`src/sv/cdzp_pkg.sv`:
```
// Shared constants, types and helper functions of the zero-padded 2D convolution stream.
package cdzp_pkg;

  localparam int MAX_WIDTH      = 1024;
  localparam int MAX_HEIGHT     = 4096;
  localparam int MAX_KERNEL     = 5;
  localparam int COEF_FRAC_BITS = 14;

  localparam int TAPS    = MAX_KERNEL * MAX_KERNEL;
  localparam int LANES   = MAX_KERNEL - 1;
  localparam int COL_W   = $clog2(MAX_WIDTH);
  localparam int WIDTH_W = 11;
  localparam int ROW_W   = 13;
  localparam int OROW_W  = 12;
  localparam int KSIZE_W = 3;
  localparam int RAD_W   = 2;
  localparam int CIDX_W  = 5;
  localparam int DATA_W  = 16;
  localparam int RES_W   = 24;
  localparam int PROD_W  = 2 * DATA_W;
  localparam int RSUM_W  = PROD_W + 3;
  localparam int SUM_W   = PROD_W + 5;
  localparam int CNT_W   = 2;
  localparam int QDEPTH  = 4;
  localparam int QPTR_W  = 2;
  localparam int QCNT_W  = 3;
  localparam int CFG_W   = 13;
  localparam int CIDXR_W = 2;

  localparam logic [1:0] MODE_COEF  = 2'd0;
  localparam logic [1:0] MODE_PIXEL = 2'd1;
  localparam logic [1:0] MODE_DRAIN = 2'd2;
  localparam logic [1:0] MODE_NONE  = 2'd3;

  localparam logic [CIDXR_W-1:0] REG_WIDTH  = 2'd0;
  localparam logic [CIDXR_W-1:0] REG_HEIGHT = 2'd1;
  localparam logic [CIDXR_W-1:0] REG_KSIZE  = 2'd2;

  typedef logic signed [DATA_W-1:0] sample_t;
  typedef sample_t [TAPS-1:0] window_t;

  typedef struct packed {
    logic [WIDTH_W-1:0]  width;
    logic [ROW_W-1:0]    height;
    logic [KSIZE_W-1:0]  ksize;
    logic [RAD_W-1:0]    radius;
  } geom_t;

  typedef struct packed {
    logic               is_coef;
    logic [CIDX_W-1:0]  coef_index;
    sample_t            coef_value;
    window_t            win;
    logic [ROW_W-1:0]   row;
    logic [COL_W-1:0]   col;
    logic [COL_W-1:0]   first;
    logic [CNT_W-1:0]   count;
  } job_t;

  function automatic logic [KSIZE_W-1:0] eff_kernel(input logic [KSIZE_W-1:0] k);
    logic [KSIZE_W-1:0] v;
    v = k;
    if (v > KSIZE_W'(MAX_KERNEL)) v = KSIZE_W'(MAX_KERNEL);
    if (v == '0) v = KSIZE_W'(1);
    if (!v[0]) v = v - KSIZE_W'(1);
    return v;
  endfunction

  function automatic logic [WIDTH_W-1:0] eff_width(input logic [WIDTH_W-1:0] w);
    logic [WIDTH_W-1:0] v;
    v = w;
    if (v == '0) v = WIDTH_W'(1);
    if (v > WIDTH_W'(MAX_WIDTH)) v = WIDTH_W'(MAX_WIDTH);
    return v;
  endfunction

  function automatic logic [ROW_W-1:0] eff_height(input logic [ROW_W-1:0] h);
    logic [ROW_W-1:0] v;
    v = h;
    if (v == '0) v = ROW_W'(1);
    if (v > ROW_W'(MAX_HEIGHT)) v = ROW_W'(MAX_HEIGHT);
    return v;
  endfunction

endpackage

```
`src/sv/cdzp_queue.sv`:
```
// Short job queue between the front end and the arithmetic back end.
module cdzp_queue (
  input  logic                         clk,
  input  logic                         rst,
  input  logic                         push,
  input  cdzp_pkg::job_t               push_job,
  input  logic                         pop,
  output logic                         head_valid,
  output cdzp_pkg::job_t               head,
  output logic [cdzp_pkg::QCNT_W-1:0]  free
);

  cdzp_pkg::job_t entries [cdzp_pkg::QDEPTH];
  logic [cdzp_pkg::QPTR_W-1:0] wr_ptr;
  logic [cdzp_pkg::QPTR_W-1:0] rd_ptr;
  logic [cdzp_pkg::QCNT_W-1:0] fill;

  assign head_valid = fill != '0;
  assign head = entries[rd_ptr];
  assign free = cdzp_pkg::QCNT_W'(cdzp_pkg::QDEPTH) - fill;

  always_ff @(posedge clk) begin
    if (rst) begin
      wr_ptr <= '0;
      rd_ptr <= '0;
      fill   <= '0;
    end else begin
      if (push) wr_ptr <= wr_ptr + cdzp_pkg::QPTR_W'(1);
      if (pop) rd_ptr <= rd_ptr + cdzp_pkg::QPTR_W'(1);
      fill <= fill + cdzp_pkg::QCNT_W'(push) - cdzp_pkg::QCNT_W'(pop);
    end
  end

  always_ff @(posedge clk) begin
    if (push) entries[wr_ptr] <= push_job;
  end

endmodule

```
`config.mk`:
```
export PLATFORM = sky130hd
export DESIGN_NAME = cdzp_queue
export DESIGN_NICKNAME = d
export VERILOG_FILES = /design/src/sv/cdzp_pkg.sv /design/src/sv/cdzp_queue.sv
export SDC_FILE = /design/constraint.sdc
export NUM_CORES = 1
export LEC_CHECK = 0
export BUFFER_PORTS_ARGS = -buffer_cell sky130_fd_sc_hd__buf_2
export CORE_AREA = 2 2 356 358
export CTS_CLUSTER_DIAMETER = 80
export DETAILED_ROUTE_END_ITERATION = 8
export DIE_AREA = 0 0 358 360
export PLACE_DENSITY = 0.75
export REMOVE_ABC_BUFFERS = 1
export SYNTH_ARGS = -nofsm -noshare
export SYNTH_HDL_FRONTEND = slang
export SYNTH_SLANG_ARGS = --single-unit
```
`constraint.sdc`:
```
create_clock -name clk -period 17.2 [get_ports clk]
set_clock_uncertainty 0.2 [all_clocks]
set_input_delay 3.44 -clock clk [delete_from_list [all_inputs] [get_ports clk]]
set_output_delay 3.44 -clock clk [all_outputs]
set_load 0.005 [all_outputs]
```
Word level (Yosys, flattened, before mapping)
Memories as Yosys holds them, arrays and structs flattened. A register that Yosys moved wholly into a read port is not among the register bits.
Cells that the tools add are included.
W data, S select, Z words.
{ "classes": {"addsub": 5, "n_mux": 4, "n_reduce_logical": 1} }
{ "op_table": {"columns": ["operator", "n"], "rows": [
  ["$add A2 B1 Y2 const B", 2],
  ["$mux W2", 2],
  ["$add A3 B1 Y3", 1],
  ["$reduce_bool A3 Y1", 1],
  ["$sub A3 B1 Y3", 1],
  ["$sub A3 B3 Y3 const A", 1],
  ["$mux W1", 2]
]} }
{ "totals": {"ff_bits": 7, "ramBits": 1828, "inputBits": 461, "out_inout_bits": 461, "elab_cells": 14, "n_memories": 1} }
{ "mem_list": {"columns": ["name", "depth", "width", "rd", "rd_ports_with_merged_regs", "wr", "line", "text"], "rows": [
  ["entries", 4, 457, 1, 1, 1, "cdzp_queue.sv:13", "cdzp_pkg::job_t entries [cdzp_pkg::QDEPTH];"]
]} }

Longest topological paths before layout
{ "logic_depth": {"word_depth": 3, "ltp_mapped": 7, "mapped_depth_nobuf": 7} }

Least setup slack after synthesis
OpenSTA, ideal clock, no wires.
{ "synth_timing": {"path_kind": "input to register", "start": "in push", "end": "mem entries[0][0] in the netlist's numbering (enable)", "setup_time_ns": 0.878, "arrival_ns": 13.706, "required_ns": 16.122, "path_slack_ns": 2.416, "stages": 1, "path_buffers": 0, "cell_sequence": "and2_1"} }
{ "synth_via": {"elab_chain_len": 2} }
{ "synth_rtl": {"columns": ["item", "line", "text"], "rows": [
  ["start, declared", "cdzp_queue.sv:5", "input logic push,"],
  ["$mux W1", "cdzp_queue.sv:35", "if (push) entries[wr_ptr] <= push_job;"],
  ["$mux W1 (not written as such)", "cdzp_queue.sv:35", null],
  ["end, declared", "cdzp_queue.sv:13", null]
]} }
No other way between the ends.

==> reports/metrics.cfg <==
[placement]
gp_congestion=0.776
hpwl_um=88700
port_buffers=921

[pwr]
leakage_nw=26.0
peakVddDrop_mv=0.107
p_per_area_mw_per_mm2=124
p_total_mw=9.71

[setup_path]
crit_arrival_ps=4840
worst-r2r-setup-slack_ps=12750
reg2regPathDepth=6
r2r-end=entries[1][95]
crit_end=head[75]
crit_path_end_kind=primary output
cp_max_fo=50
r2r_start=wr_ptr[1]
path_class=reg2out
cp.required_ps=13560
crit_path_start_kind=flop

[run]
max_cap_violations=0

[route]
drt_wl_total_um=144000
avgViaCountPerCell=5.75
first_pass_iters=7
ant_nets=0
wire_per_inst_um=27.2
drc=0
drt_iter0_markers=3155
vias=30600

[cts]
cts_buffers=173
clk_pin_slew_ps=70
cts_sinks=1837
cts_resized=0
tritoncts=built
clockBufferDepth=3
hold_buffers=0
post_cts_buffers=0
ctsRootBufferMaster=clkbuf_16
htreeDepth=4
clkLatencyLatePin_ps=800

[timing]
hold_viol_final=0
relSlewSlack=0.266
maxSlewViolCount=0
fin_crit_ps=8480
rsz0062_at_grt=false
tightestPinTransition_ps=1100
finalSetupViolCount=0
finalSetupTns_ps=0
fin_crit_sh=0.493
timing.hold.ws_ps=351
fmax_mhz=118

[finish]
drive_gt1_frac=0.460
area_growth_pct=17.1
fillers=8159
final_cell_mix=1828 x edfxtp_1, 921 x buf_2, 457 x mux4_2
fin_nets=3932
layout_commonest_cell=edfxtp_1

[synth]
synth_area_per_cell_um2=27.5
ys_seq_elements=1837
synth_compound_area_frac=0.000225
synth_adder_area_share=0.00180
synth_seq_area_share=0.824
yosysUniqueCellTypes=20
synth-simple-area-share=0.000954
synth_top_family_by_area=multiplexers
synth_area_mm2=0.0669
synth_warnings=0
syn_inst=2433
synth-xor-area-share=0.000618
muxShareOfSynthArea=0.154

[floorplanning]
die_x_um=358
coreArea_mm2=0.125
die_area_mm2=0.129
die_h_um=360
start_util=0.535
rows=130
ioPinCount=922

[global_routing]
antenna_found_initial=93
overflow=0
grt_max_degree=161
grt_pass1_vias=31700
gr-usage-all-layers=0.223
grt_pass1_wl_um=208000

[run_status]
outcome=complete, no violations

[worst_hold_path]
hold_class=reg2reg

## cell usage after synthesis
library cell | n | share of area
buf_2 | 45 | 0.0034
buf_12 | 44 | 0.013
a21bo_2 | 1 | 0.00015
dfxtp_1 | 9 | 0.0027
a21oi_1 | 1 | 0.000075
mux2i_1 | 1 | 0.00015
buf_6 | 5 | 0.00084
and2_1 | 4 | 0.00037
edfxtp_1 | 1828 | 0.82
nor2_1 | 5 | 0.00028
clkbuf_1 | 6 | 0.00034
inv_1 | 9 | 0.00051
mux4_2 | 457 | 0.15
buf_4 | 3 | 0.00034
xnor2_1 | 2 | 0.00026
nor2b_1 | 2 | 0.00019
fa_1 | 1 | 0.00030
ha_1 | 8 | 0.0015
xor3_1 | 1 | 0.00036
nand3b_1 | 1 | 0.00011
## metrics by stage
stage                      util  instances  setup slack (ps)  cell area, µm²
after global routing      0.626       5292              8230           78300
after detailed placement  0.582       4937              9350           72700
after CTS                 0.626       5258              8470           78200
final                     0.627       5316              8720           78300
after floorplan               -       2330             -6140           65600
after global placement    0.582       4937              9350           72700
## worst max-delay path, cell delays in order, from the launching register on
cell and delay (ps):
dfxtp_4 740, buf_4 710, buf_4 860, buf_4 720, mux4_2 670, buf_2 190
## worst min path at each step
stage	depth (start not counted)	from	endpoint
CTS	2	rd_ptr[1]	flop
global route	2	rd_ptr[1]	flop
detailed placement	2	rd_ptr[0]	flop
floorplan	2	rd_ptr[1]	flop
global placement	2	rd_ptr[1]	flop
finish	2	rd_ptr[0]	flop
## area by class of cell
type	count	area [µm²]	area share
clock inverter	97	778	0.00994
timing repair buffer	957	4970	0.0634
multi-input combinational	484	10600	0.135
antenna	58	145	0.00185
sequential	1837	55100	0.703
tap	1650	2060	0.0264
clock buffer	224	4700	0.0600
inverter	9	33.8	0.000431
## routing by layer
layer / up-vias / wire, µm / GRT usage
met3: 373 / 14100 / 0.0822
met5: - / 397 / 0
li1: 12800 / - / -
met1: 16000 / 50200 / 0.262
met4: 60 / 6490 / 0.114
met2: 1384 / 73100 / 0.360
## state kept, by name, summed over array words and instances, names as in the netlist, named ones only
name	count
wr_ptr	2
fill	3
entries	1828
rd_ptr	2
## power breakdown
group	switching [mW]	total, mW	internal [mW]
Clock	1.59	3.64	2.05
Combinational	0.473	0.867	0.394
Sequential	0.0536	5.21	5.15
Total	2.11	9.71	7.60
## kinds of logic (layout without fill, tap and decap cells)
logic type,Yosys count,in the layout
compound gates,2,2
xor+xnor,3,3
fa+ha+maj,9,9
buf+inv,112,1287
flops,1837,1837
mux,458,458
other cells,0,58
simple gates,12,12
No activity file was read; power rests on OpenSTA's default activity.
